<file path="config.mk">
export PLATFORM = sky130hd
export DESIGN_NAME = ir_turn_taking_link_controller
export DESIGN_NICKNAME = d
export VERILOG_FILES = /design/src/rtl/core/ittl_pkg.sv /design/src/rtl/core/ir_turn_taking_link_controller.sv /design/src/rtl/core/ittl_cfg.sv /design/src/rtl/core/ittl_core.sv
export SDC_FILE = /design/constraint.sdc
export NUM_CORES = 2
export LEC_CHECK = 0
export BUFFER_PORTS_ARGS = -buffer_cell sky130_fd_sc_hd__buf_2
export CELL_PAD_IN_SITES_DETAIL_PLACEMENT = 0
export CELL_PAD_IN_SITES_GLOBAL_PLACEMENT = 1
export CORE_ASPECT_RATIO = 0.75
export CORE_UTILIZATION = 50
export DETAILED_ROUTE_END_ITERATION = 8
export PLACE_DENSITY = 0.92
export SETUP_SLACK_MARGIN = 0.15
export SLEW_MARGIN = 10
export SYNTH_ARGS = -nofsm -noshare
export SYNTH_HDL_FRONTEND = slang
export SYNTH_HIERARCHICAL = 1
export SYNTH_SLANG_ARGS = --single-unit
</file>
<file path="constraint.sdc">
create_clock -name clk -period 14 [get_ports clk]
set_input_delay 0.7 -clock clk [delete_from_list [all_inputs] [get_ports clk]]
set_output_delay 0.7 -clock clk [all_outputs]
set_load 0.05 [all_outputs]
</file>
<file path="src/rtl/core/ittl_pkg.sv">
package ittl_pkg;

	// Time width and how many DONE frames close one of our turns
	localparam int TIME_BITS    = 32;
	localparam int DONE_REPEATS = 3;
	localparam int DL_BITS      = $clog2(DONE_REPEATS + 1);

	typedef logic [TIME_BITS-1:0] time_t;
	typedef logic [DL_BITS-1:0]   done_cnt_t;

	// Frame commands
	localparam logic [7:0] CMD_HELLO  = 8'h01;
	localparam logic [7:0] CMD_ACTIVE = 8'h11;
	localparam logic [7:0] CMD_DONE   = 8'h12;

	localparam logic [7:0] HELLO_RUN_MAX = 8'hFF;

	// talk_state codes on the result
	localparam logic [1:0] TALK_IDLE    = 2'd0;
	localparam logic [1:0] TALK_PARTNER = 2'd1;
	localparam logic [1:0] TALK_SELF    = 2'd2;

	// Register indexes
	typedef enum logic [2:0] {
		REG_SELF_ID         = 3'd0,
		REG_PARTNER_ID      = 3'd1,
		REG_HELLO_GAP       = 3'd2,
		REG_HANDSHAKE_COUNT = 3'd3,
		REG_ACK_DELAY       = 3'd4,
		REG_LOST_TIMEOUT    = 3'd5,
		REG_TURN_TIMEOUT    = 3'd6,
		REG_ACTIVE_INTERVAL = 3'd7
	} reg_idx_t;

	typedef struct packed {
		logic [7:0]  self_id;
		logic [7:0]  partner_id;
		logic [15:0] hello_gap_ms;
		logic [7:0]  handshake_count;
		logic [15:0] ack_delay_ms;
		logic [15:0] lost_timeout_ms;
		logic [15:0] turn_timeout_ms;
		logic [15:0] active_interval_ms;
	} cfg_t;

	typedef struct packed {
		logic        action;
		logic [31:0] now_ms;
		logic        frame_is_nec;
		logic [15:0] frame_address;
		logic [7:0]  frame_command;
		logic [10:0] talk_duration_ms;
	} item_t;

	typedef struct packed {
		logic       send_ack;
		logic       send_active;
		logic       send_done;
		logic [1:0] talk_state;
		logic       handshake_done;
	} res_t;

	// Elapsed time, wraps at TIME_BITS
	function automatic time_t tdiff(input time_t a, input time_t b);
		return a - b;
	endfunction

endpackage

</file>
<file path="src/rtl/core/ir_turn_taking_link_controller.sv">
// IR turn-taking link controller, child side.
// Input channel (in_valid/in_ready): one request per millisecond tick, carrying
// now_ms and, when action is set, a received frame (NEC flag, address, command)
// plus the random talk length for a turn that would start on this tick.
// Output channel (out_valid/out_ready): exactly one result per request: the
// ACK / ACTIVE / DONE transmit strobes in that order, talk_state and the
// handshake flag as they stand after the tick.
// Config: cfg_we writes cfg_wdata into register cfg_index
// (0 self_id, 1 partner_id, 2 hello gap, 3 handshake count, 4 ack delay,
// 5 lost timeout, 6 turn timeout, 7 active interval); write only while idle.
// Path: an accepted request is registered in the input stage, then its result
// in the result register, where out_valid rises.
// Throughput: one request per cycle unless stalled; the whole state update is a
// single pass of compares and subtracts from input stage to result register.
// Reset: arst_n clears the conversation to idle, all timestamps to unset and
// the registers to their defaults; no request is pending afterwards.
// Stall: while a result waits, one more request is still taken into the input
// stage; in_ready drops only when both stages are full.
module ir_turn_taking_link_controller (
	input  logic        clk,
	input  logic        arst_n,
	// configuration
	input  logic        cfg_we,
	input  logic [2:0]  cfg_index,
	input  logic [15:0] cfg_wdata,
	// request channel
	input  logic        in_valid,
	output logic        in_ready,
	input  logic        action,
	input  logic [31:0] now_ms,
	input  logic        frame_is_nec,
	input  logic [15:0] frame_address,
	input  logic [7:0]  frame_command,
	input  logic [10:0] talk_duration_ms,
	// result channel
	output logic        out_valid,
	input  logic        out_ready,
	output logic        send_ack,
	output logic        send_active,
	output logic        send_done,
	output logic [1:0]  talk_state,
	output logic        handshake_done
);

	ittl_pkg::cfg_t  cfg;
	ittl_pkg::item_t item_s1;
	ittl_pkg::res_t  res;
	ittl_pkg::res_t  res_q;
	logic            vld_s1;
	logic            out_vld_q;
	logic            adv;

	// the input stage moves on whenever the result register is free or draining
	assign adv      = vld_s1 && (!out_vld_q || out_ready);
	assign in_ready = !vld_s1 || adv;

	ittl_cfg u_cfg (
		.clk       (clk),
		.arst_n    (arst_n),
		.cfg_we    (cfg_we),
		.cfg_index (cfg_index),
		.cfg_wdata (cfg_wdata),
		.cfg       (cfg)
	);

	always_ff @(posedge clk or negedge arst_n) begin
		if (!arst_n) begin
			vld_s1 <= 1'b0;
		end else if (in_valid && in_ready) begin
			vld_s1 <= 1'b1;
		end else if (adv) begin
			vld_s1 <= 1'b0;
		end
	end

	// request payload, no reset needed
	always_ff @(posedge clk) begin
		if (in_valid && in_ready) begin
			item_s1.action           <= action;
			item_s1.now_ms           <= now_ms;
			item_s1.frame_is_nec     <= frame_is_nec;
			item_s1.frame_address    <= frame_address;
			item_s1.frame_command    <= frame_command;
			item_s1.talk_duration_ms <= talk_duration_ms;
		end
	end

	ittl_core u_core (
		.clk    (clk),
		.arst_n (arst_n),
		.cfg    (cfg),
		.item   (item_s1),
		.adv    (adv),
		.res    (res)
	);

	always_ff @(posedge clk or negedge arst_n) begin
		if (!arst_n) begin
			out_vld_q <= 1'b0;
		end else if (adv) begin
			out_vld_q <= 1'b1;
		end else if (out_ready) begin
			out_vld_q <= 1'b0;
		end
	end

	always_ff @(posedge clk) begin
		if (adv) begin
			res_q <= res;
		end
	end

	assign out_valid      = out_vld_q;
	assign send_ack       = res_q.send_ack;
	assign send_active    = res_q.send_active;
	assign send_done      = res_q.send_done;
	assign talk_state     = res_q.talk_state;
	assign handshake_done = res_q.handshake_done;

endmodule

</file>
<file path="src/rtl/core/ittl_cfg.sv">
module ittl_cfg (
	input  logic                clk,
	input  logic                arst_n,
	input  logic                cfg_we,
	input  logic [2:0]          cfg_index,
	input  logic [15:0]         cfg_wdata,
	output ittl_pkg::cfg_t      cfg
);

	ittl_pkg::cfg_t cfg_q;

	always_ff @(posedge clk or negedge arst_n) begin
		if (!arst_n) begin
			cfg_q.self_id            <= 8'd2;
			cfg_q.partner_id         <= 8'd1;
			cfg_q.hello_gap_ms       <= 16'd250;
			cfg_q.handshake_count    <= 8'd3;
			cfg_q.ack_delay_ms       <= 16'd80;
			cfg_q.lost_timeout_ms    <= 16'd2000;
			cfg_q.turn_timeout_ms    <= 16'd10000;
			cfg_q.active_interval_ms <= 16'd150;
		end else if (cfg_we) begin
			case (ittl_pkg::reg_idx_t'(cfg_index))
				ittl_pkg::REG_SELF_ID:         cfg_q.self_id            <= cfg_wdata[7:0];
				ittl_pkg::REG_PARTNER_ID:      cfg_q.partner_id         <= cfg_wdata[7:0];
				ittl_pkg::REG_HELLO_GAP:       cfg_q.hello_gap_ms       <= cfg_wdata;
				ittl_pkg::REG_HANDSHAKE_COUNT: cfg_q.handshake_count    <= cfg_wdata[7:0];
				ittl_pkg::REG_ACK_DELAY:       cfg_q.ack_delay_ms       <= cfg_wdata;
				ittl_pkg::REG_LOST_TIMEOUT:    cfg_q.lost_timeout_ms    <= cfg_wdata;
				ittl_pkg::REG_TURN_TIMEOUT:    cfg_q.turn_timeout_ms    <= cfg_wdata;
				ittl_pkg::REG_ACTIVE_INTERVAL: cfg_q.active_interval_ms <= cfg_wdata;
				default: ;
			endcase
		end
	end

	assign cfg = cfg_q;

endmodule

</file>
<file path="src/rtl/core/ittl_core.sv">
module ittl_core (
	input  logic             clk,
	input  logic             arst_n,
	input  ittl_pkg::cfg_t   cfg,
	input  ittl_pkg::item_t  item,
	input  logic             adv,
	output ittl_pkg::res_t   res
);

	typedef enum logic [2:0] {
		ST_IDLE    = 3'b001,
		ST_PARTNER = 3'b010,
		ST_SELF    = 3'b100
	} conv_t;

	typedef struct packed {
		conv_t                conv;
		logic                 hs;
		logic [7:0]           hello_run;
		ittl_pkg::time_t      last_hello;
		ittl_pkg::time_t      ack_due;
		ittl_pkg::time_t      last_partner;
		ittl_pkg::time_t      entered;
		ittl_pkg::time_t      partner_turn;
		ittl_pkg::time_t      last_active;
		ittl_pkg::time_t      turn_end;
		ittl_pkg::time_t      last_done;
		ittl_pkg::done_cnt_t  done_left;
	} st_t;

	st_t st_q;
	st_t nx;

	// Session drop: everything but the HELLO timestamp
	function automatic st_t sess_clear(input st_t s);
		st_t r;
		r              = '0;
		r.conv         = ST_IDLE;
		r.last_hello   = s.last_hello;
		return r;
	endfunction

	always_comb begin
		ittl_pkg::time_t now;
		ittl_pkg::time_t lost;
		logic [7:0]      src;
		logic [7:0]      dst;
		logic            frame_ok;
		logic            ack;
		logic            act;
		logic            done;

		now  = ittl_pkg::time_t'(item.now_ms);
		lost = ittl_pkg::time_t'(cfg.lost_timeout_ms);
		src  = item.frame_address[15:8];
		dst  = item.frame_address[7:0];
		// own echo is dropped before the address match
		frame_ok = item.action && item.frame_is_nec
			&& !(src == cfg.self_id && dst == cfg.partner_id)
			&& src == cfg.partner_id && dst == cfg.self_id;
		ack  = 1'b0;
		act  = 1'b0;
		done = 1'b0;
		nx   = st_q;

		if (frame_ok) begin
			case (item.frame_command)
				ittl_pkg::CMD_HELLO: begin
					if (nx.conv != ST_IDLE) begin
						nx = sess_clear(nx);
					end
					if (nx.last_hello != '0 && ittl_pkg::tdiff(now, nx.last_hello)
						<= ittl_pkg::time_t'(cfg.hello_gap_ms)) begin
						if (nx.hello_run != ittl_pkg::HELLO_RUN_MAX) begin
							nx.hello_run = nx.hello_run + 8'd1;
						end
					end else begin
						nx.hello_run = 8'd1;
					end
					nx.last_hello = now;
					nx.ack_due    = now + ittl_pkg::time_t'(cfg.ack_delay_ms);
					if (!nx.hs && nx.hello_run >= cfg.handshake_count) begin
						nx.hs = 1'b1;
					end
				end
				ittl_pkg::CMD_ACTIVE: begin
					nx.hs = 1'b1;
					if (nx.conv != ST_PARTNER) begin
						nx.conv    = ST_PARTNER;
						nx.entered = now;
					end
					if (nx.partner_turn == '0) begin
						nx.partner_turn = now;
					end
					nx.last_partner = now;
				end
				ittl_pkg::CMD_DONE: begin
					nx.hs           = 1'b1;
					nx.last_partner = now;
					if (nx.conv != ST_SELF) begin
						nx.partner_turn = '0;
						nx.last_partner = '0;
						nx.last_done    = '0;
						nx.done_left    = '0;
						nx.last_active  = '0;
						nx.turn_end     = now + ittl_pkg::time_t'(item.talk_duration_ms);
						nx.conv         = ST_SELF;
						nx.entered      = now;
					end
				end
				default: ;
			endcase
		end

		if (nx.ack_due != '0 && now >= nx.ack_due) begin
			ack        = 1'b1;
			nx.ack_due = '0;
		end

		// HELLO run lost while idle
		if (nx.conv == ST_IDLE && nx.hs && nx.last_hello != '0
			&& ittl_pkg::tdiff(now, nx.last_hello) > lost) begin
			nx.hs         = 1'b0;
			nx.hello_run  = 8'd0;
			nx.last_hello = '0;
		end

		case (nx.conv)
			ST_SELF: begin
				if (nx.last_active == '0 || ittl_pkg::tdiff(now, nx.last_active)
					>= ittl_pkg::time_t'(cfg.active_interval_ms)) begin
					act            = 1'b1;
					nx.last_active = now;
				end
				if (nx.turn_end != '0 && now >= nx.turn_end) begin
					done            = 1'b1;
					nx.last_done    = now;
					nx.done_left    = ittl_pkg::done_cnt_t'(ittl_pkg::DONE_REPEATS - 1);
					nx.turn_end     = '0;
					nx.last_active  = '0;
					nx.last_partner = '0;
					nx.partner_turn = '0;
					nx.conv         = ST_PARTNER;
					nx.entered      = now;
				end
			end
			ST_PARTNER: begin
				if (nx.partner_turn == '0) begin
					if (nx.entered != '0 && ittl_pkg::tdiff(now, nx.entered) > lost) begin
						nx = sess_clear(nx);
					end
				end else if (ittl_pkg::tdiff(now, nx.last_partner) > lost) begin
					nx = sess_clear(nx);
				end else if (ittl_pkg::tdiff(now, nx.partner_turn)
					> ittl_pkg::time_t'(cfg.turn_timeout_ms)) begin
					nx = sess_clear(nx);
				end
				// DONE repeats until the partner answers or the repeats run out
				if (nx.conv == ST_PARTNER && nx.partner_turn == '0 && nx.done_left != '0
					&& ittl_pkg::tdiff(now, nx.last_done)
					>= ittl_pkg::time_t'(cfg.active_interval_ms)) begin
					done         = 1'b1;
					nx.last_done = now;
					nx.done_left = nx.done_left - ittl_pkg::done_cnt_t'(1);
				end
			end
			default: ;
		endcase

		res.send_ack       = ack;
		res.send_active    = act;
		res.send_done      = done;
		res.handshake_done = nx.hs;
		case (nx.conv)
			ST_PARTNER: res.talk_state = ittl_pkg::TALK_PARTNER;
			ST_SELF:    res.talk_state = ittl_pkg::TALK_SELF;
			default:    res.talk_state = ittl_pkg::TALK_IDLE;
		endcase
	end

	always_ff @(posedge clk or negedge arst_n) begin
		if (!arst_n) begin
			st_q <= sess_clear(st_t'('0));
		end else if (adv) begin
			st_q <= nx;
		end
	end

`ifndef SYNTH
	// outside idle the handshake flag is always set
	a_hs_when_talking: assert property (@(posedge clk) disable iff (!arst_n)
		st_q.conv != ST_IDLE |-> st_q.hs)
		else $error("talking without handshake");

	// pending DONE repeats only exist in the partner state
	a_done_left_partner: assert property (@(posedge clk) disable iff (!arst_n)
		st_q.done_left != '0 |-> st_q.conv == ST_PARTNER)
		else $error("DONE repeats outside partner state");

	// a sent DONE always hands the turn away
	a_done_leaves_self: assert property (@(posedge clk) disable iff (!arst_n)
		adv && res.send_done |=> st_q.conv == ST_PARTNER)
		else $error("DONE sent but turn kept");
`endif

endmodule
</file>
* Word level (Yosys, flattened, before mapping)
Index checks and enable logic that the tools add are counted.
Cells by class: add/sub/neg operators 11, multipliers 0, divide/modulo/power cells 0, $lt $le $gt $ge 10, equal/unequal tests 24, shifts and indexed selects 0, multiplexer cells 42, bitwise operators 0, reduce and logical (&&, ||, !) cells 46
Operators by type and width (count):
- $mux 270 | 9
- $mux 194 | 2
- $pmux 194 s2 | 1
- $pmux 96 s3 | 1
- $sub 32x32->32 | 7
- $pmux 98 s2 | 1
- $reduce_bool 32->1 | 5
- $gt 32x16->1 | 4
- $logic_not 32->1 | 4
- $mux 32 | 4
- $mux 73 | 1
- $mux 72 | 1
- $ge 32x16->1 | 2
- $ge 32x32->1 | 2
- $mux 41 | 1
- $mux 34 | 1
- $add 32x11->32 | 1
- $add 32x16->32 | 1
- $eq 8x8->1 | 4
- $le 32x16->1 | 1
- $mux 8 | 4
- $eq 3x3->1 const B | 6
- $logic_and 1x1->1 | 18
- $eq 8x5->1 const B | 2
- other kinds (21) | 50
Word-level totals: bits in registers 451, latch bits 0, bits in writable memories 0, ROM bits 0, bits of input ports 93, output and inout bits 8, word-level logic and storage cells 166, memories kept 0

* Logic depth before layout (Yosys ltp)
depth in word-level cells 33, depth in mapped cells 58, gate-level depth less buffers 51

* Hierarchy
The synthesis kept the hierarchy.
By module, submodules not included:
- ittl_core | times used 1, cells each 4269, area each 33113.0 um^2, sequential area each 6757.7 um^2
- ittl_cfg | times used 1, cells each 228, area each 4112.7 um^2, sequential area each 2636.3 um^2
- ir_turn_taking_link_controller | times used 1, cells each 83, area each 2356.0 um^2, sequential area each 2302.2 um^2

* Worst setup path after synthesis
No wires, ideal clock.
path type register to register, from register item_s1[14] in the netlist's numbering, to register u_core/st_q[23] in the netlist's numbering, library setup time 0.122 ns, arrival 10.996 ns, data required time 13.878 ns, slack 2.882 ns, stages on the path, launching flop included 53, buffers on the path 8, clock period less this slack 11.118 ns, cell sequence edfxtp_1 or2_2 or4_1 a211oi_2 or3_1 clkbuf_1 buf_2 clkbuf_1 buf_1 nand2_1 ha_1 and3_1 and3_1 a211oi_1 o21a_1 xnor2_1 ha_1 nand4_1 [17 not listed] o21a_1 a21o_1 a21oi_1 xnor2_1 ha_1 a21oi_1 nor2b_1 o21ai_0 nand3_1 a21o_1 a2111oi_0 nand4_1 a2111oi_0 and3_1 a21o_1 o21ai_1 buf_2 o2bb2ai_1
Between the ends: longest elaborated chain between the ends 15, elaborated cells between the ends (all ways) 37, those cells by class add/sub: 4; order compare: 5; eq/ne: 6; mux: 12; reduce/logical: 10
Ends and longest elaborated chain:
- start: declaration | line ir_turn_taking_link_controller.sv:46 | ittl_pkg::item_t item_s1;
- $eq 8x5->1 or $eq 8x1->1 (tied branches) | line ittl_core.sv:67 | case (item.frame_command)
- $pmux 96 s3 | line ittl_core.sv:67
- $mux 270 (*) | line ittl_core.sv:66 | if (frame_ok) begin
- parallel branches: the longest is 11 deep, another holds $sub 32x32->32
- $pmux 194 s2 (*) | line ittl_core.sv:128 | case (nx.conv)
- end signal: assignment | line ittl_core.sv:183 | st_q <= sess_clear(st_t'('0));
- end signal: assignment | line ittl_core.sv:185 | st_q <= nx;
- end: declaration | line ittl_core.sv:31 | st_t st_q;
Every way passes the cells marked *. The select of a mux whose other input is x is not followed. A chain may end at the register's enable or synchronous reset.

* Worst setup path in the final report
from register u_core/st_q[124] in the netlist's numbering, to register u_core/st_q[33] in the netlist's numbering
Between the ends: longest elaborated chain between the ends 17, elaborated cells between the ends (all ways) 26, those cells by class add/sub: 2; order compare: 2; eq/ne: 1; mux: 14; reduce/logical: 7
Ends and longest elaborated chain:
- parallel branches: the longest is 4 deep, another holds $pmux 96 s3
- $mux 270 (*) | line ittl_core.sv:66
- $sub 32x32->32 | line ittl_pkg.sv:65 | return a - b;
- $gt 32x16->1 | line ittl_core.sv:155 | > ittl_pkg::time_t'(cfg.turn_timeout_ms)) begin
- $mux 270 | line ittl_core.sv:154 | end else if (ittl_pkg::tdiff(now, nx.partner_turn)
- $mux 270 | line ittl_core.sv:152 | end else if (ittl_pkg::tdiff(now, nx.last_partner) > lost) begin
- $mux 270 (*) | line ittl_core.sv:148 | if (nx.partner_turn == '0) begin
- $mux 270 (*) | line ittl_core.sv:128
- parallel branches: the longest is 4 deep, another holds $sub 32x32->32
- $mux 34 (*) | line ittl_core.sv:159 | if (nx.conv == ST_PARTNER && nx.partner_turn == '0 && nx.done_left != '0
- $pmux 194 s2 (*) | line ittl_core.sv:128
Marks and branches as above.

==> summary.txt <==
Critical path
  – R2R Path Start: u_core/st_q[124]$_DFFE_PN0P_
  – R2R setup slack: ~1.1 ns
  – Crit. End Element: flop
  – CP required: roughly 15 ns
  – Critical Path Fanout Max: 32
  – Worst EP arrival: between 10 and 15 ns
  – Critical path startpoint category: flop
  – Worst R2R Path Depth: 50
  – Slowest cell on the critical path: or4_1
  – FF-to-FF End: u_core/st_q[33]$_DFFE_PN0P_
  – CP max stage delay: between 0.6 and 0.7 ns
  – Worst setup path startpoint: u_core/st_q[124]$_DFFE_PN0P_
  – Most Frequent Cell on Critical Path: a21oi_1
  – Kind of critical path: flop to flop

CTS
  – Sink Count: around 450
  – Cts hold-fix bufs: 0
  – Root Buffer: clkbuf_16
  – Latest clock arrival within the worst-skew pair: around 0.66 ns
  – H-Tree Depth: 2
  – CTS tree: built
  – Inserted Clock Buffers: 49
  – CTS Buffer Depth: 3
  – Clock-pin slew on the worst setup and hold paths: 0.07 ns

STA
  – RSZ-0062 raised after global routing: false
  – Worst-Margin Slew: approximately 1.2 ns
  – Final setup fails: 0
  – Final Cycle Share: ~92%
  – Final hold vios: 0
  – Worst hold slack: between 0.07 and 0.08 ns
  – Max frequency: ~0.077 GHz
  – Worst setup skew after layout: a little under 0.06 ns
  – Tmin final: between 10 and 15 ns
  – Slew Limit Fails: 0
  – Worst slew margin: between 20% and 30%
  – Final TNS setup: 0 ns

Global routing
  – Antenna violations before repair: 8
  – Number of global-route vias before repair: ~34000
  – Total track usage: between 30 and 40%
  – Met2 usage: between 40% and 50%
  – First-pass GRT wire length: about 210 mm
  – Met1 Use GR: 49.2%
  – Total global routing overflow: 0
  – Most Crowded Layer GR: met1
  – Met3 usage: slightly below 8%
  – Pin count of the biggest net entering global routing: around 150

Power
  – Max VDD drop: 0.110 mV
  – Flop pwr share: between 30% and 40%
  – Static Leakage: ~0.018 µW
  – NetSw: 2140 µW
  – Cell Pwr Density: around 130 mW/mm²
  – Internal: 3220 µW
  – Switching share of power: 39.9%
  – Part of the power in the clock network: between 20% and 30%
  – Comb pwr share: 42.6%

Yosys
  – Synth Area in Compound Gates: around 24%
  – Synth Cell Area: roughly 0.04 mm²
  – Mux cell area share after synthesis: between 4 and 5%
  – Post-synth EDFFs: 75
  – Post-Synth Simple-Gate Area: 18.2%
  – Post-Synthesis Cells: 4580
  – Sequential share of the synthesized area: between 20% and 30%
  – Synth cell types: 106
  – Average instance area after synthesis: between 8 and 9 µm²
  – Most used flip-flop cell after synthesis: dfrtp_1
  – Synth warn: 6
  – Adder-cell share of the synthesized area: 14.0%
  – Largest family of logic cells by synthesized area: compound AO/OA/AOI/OAI gates
  – Net Count, Synth: between 5000 and 6000
  – Seq cells post-synth: about 450
  – Post-Synth XOR/XNOR Area: between 4 and 5%
  – Ys async rst share: a little over four fifths

Place
  – Placer Congestion: between 0.9 and 1
  – Post-DP HPWL: between 90 and 100 mm
  – Port buffer count: 100

Finish
  – Most frequent cells in the layout: 462 x nand2_1, 430 x ha_1, 348 x dfrtp_1
  – Commonest non-fill, non-tap cell in the layout: nand2_1
  – Post-layout nets: about 5100
  – Layout cells sized above 1: 9.97%
  – Area grow syn2layout: 7.93%

Die
  – Die ar.: between 0.08 and 0.09 mm²
  – Core footprint: just under 0.08 mm²
  – Initial Util: between 50% and 60%
  – Ports: between 100 and 150
  – Row count: 88
  – Die width: between 300 and 400 µm
  – Die Ht: around 250 µm

Job
  – Max_cap viols: 0

Detailed routing
  – Routed via count divided by cell count: about 6.6
  – Antenna Nets Post-Route: 0
  – Vias after detailed routing: 37400
  – Final wirelength: 138 mm
  – WL/cell: around 24 µm
  – DRC: 0
  – Initial drt markers: approximately 5000
  – Number of iterations in the first detailed-routing pass: 6

Hold path
  – Path category of the worst min-delay check: primary input to asynchronous set/reset pin

Run status
  – Status: finished, final reports clean
Yosys cell counts, types with 52 or more instances:
cell       instances  share of area [%]
a21o_1           145                2.8
a21oi_1          331                4.2
a22oi_1           61                1.2
clkbuf_1         162                1.5
dfrtp_1          348                 22
edfxtp_1          75                5.7
ha_1             430                 14
inv_1            251                2.4
mux2_2            93                2.6
mux2i_1           52                1.3
nand2_1          462                4.4
nand2b_1          56               0.89
nand3_1          132                1.7
nand4_1           81                1.3
nor2_1           296                2.8
nor3_1            98                1.2
nor4_1            76                1.2
o21a_1            54                1.0
o21ai_0          211                2.7
o2bb2ai_1        103                2.3
o31ai_1          100                1.9
xnor2_1          127                2.8
xor2_1            84                1.9
power by group through the flow:
stage / clock network (µW) / logic (µW) / registers, µW
2_1_floorplan: 0 / 1660 / 1700
3_3_place_gp: 0 / 2180 / 1730
3_5_place_dp: 0 / 2220 / 1740
4_1_cts: 1370 / 2240 / 1720
5_1_grt: 1420 / 2530 / 1750
6_report: 1360 / 2290 / 1730
through the flow:
step | cells | instance area (µm²) | util (%) | total power, µW | setup WS [ns]
finish | 5671 | 42700 | 55.0 | 5370 | 1.06
global route | 5668 | 42700 | 55.0 | 5700 | 0.165
CTS | 5663 | 42700 | 55.0 | 5330 | 0.696
detailed placement | 5571 | 41000 | 52.9 | 3960 | 0.755
global placement | 5571 | 41000 | 52.9 | 3920 | 0.912
floorplan | 4580 | 39600 | - | 3360 | 2.88
how the worst max path moves through the flow:
stage | to | slack, ns
floorplan | u_core/st_q[23]$_DFFE_PN0P_ | 2.88
finish | u_core/st_q[33]$_DFFE_PN0P_ | 1.06
global placement | u_core/st_q[33]$_DFFE_PN0P_ | 0.91
detailed placement | u_core/st_q[33]$_DFFE_PN0P_ | 0.76
global route | u_core/st_q[33]$_DFFE_PN0P_ | 0.16
CTS | u_core/st_q[33]$_DFFE_PN0P_ | 0.70
metal layers:
metal,vias to the layer above,routed length [µm]
met5,-,23
met4,4,4930
met3,266,16200
met2,1972,56800
met1,18000,60500
li1,17100,-
worst max-delay path, delay by kind of cell (launching register included):
kind                       cells  cell delay, ns
AOI/OAI and AO/OA             20            4.68
xor gates and xnor gates       2            0.30
adders and majority gates      5            1.56
buffers and inverters          3            0.75
DFF                            1            0.40
and+or+nand+nor               20            5.09
flip-flops by register name (all words and copies together) (netlist names):
| signal | flops |
|---|---|
| out_valid | 1 |
| vld_s1 | 1 |
| send_active | 1 |
| talk_state | 2 |
| send_ack | 1 |
| handshake_done | 1 |
| u_core/st_q | 270 |
| u_cfg/cfg | 104 |
| send_done | 1 |
| item_s1 | 69 |
area by class of cell:
class / instances / area, µm²
inverters: 253 / 955
well taps: 1035 / 1290
flip-flops and latches: 451 / 11700
clock buffers: 63 / 1320
fillers: 7151 / 34900
multi-input cells: 3661 / 26100
repair buffers: 175 / 1090
clock inverters: 29 / 310
diodes: 4 / 10.0
timing repair:
action,CTS,global route
resized for setup,0,1
endpoints found under the setup margin,0,35
buffers inserted,0,4
logic make-up (layout without fill, tap and decap cells):
kind of cell / after synthesis / in the layout
flops: 451 / 451
simple gates: 1453 / 1453
compound gates: 1393 / 1393
fa+ha+maj: 439 / 439
buf+inv: 468 / 520
xor+xnor: 211 / 211
mux: 165 / 165
other cells: 0 / 4
No activity file was read; power rests on OpenSTA's default activity.
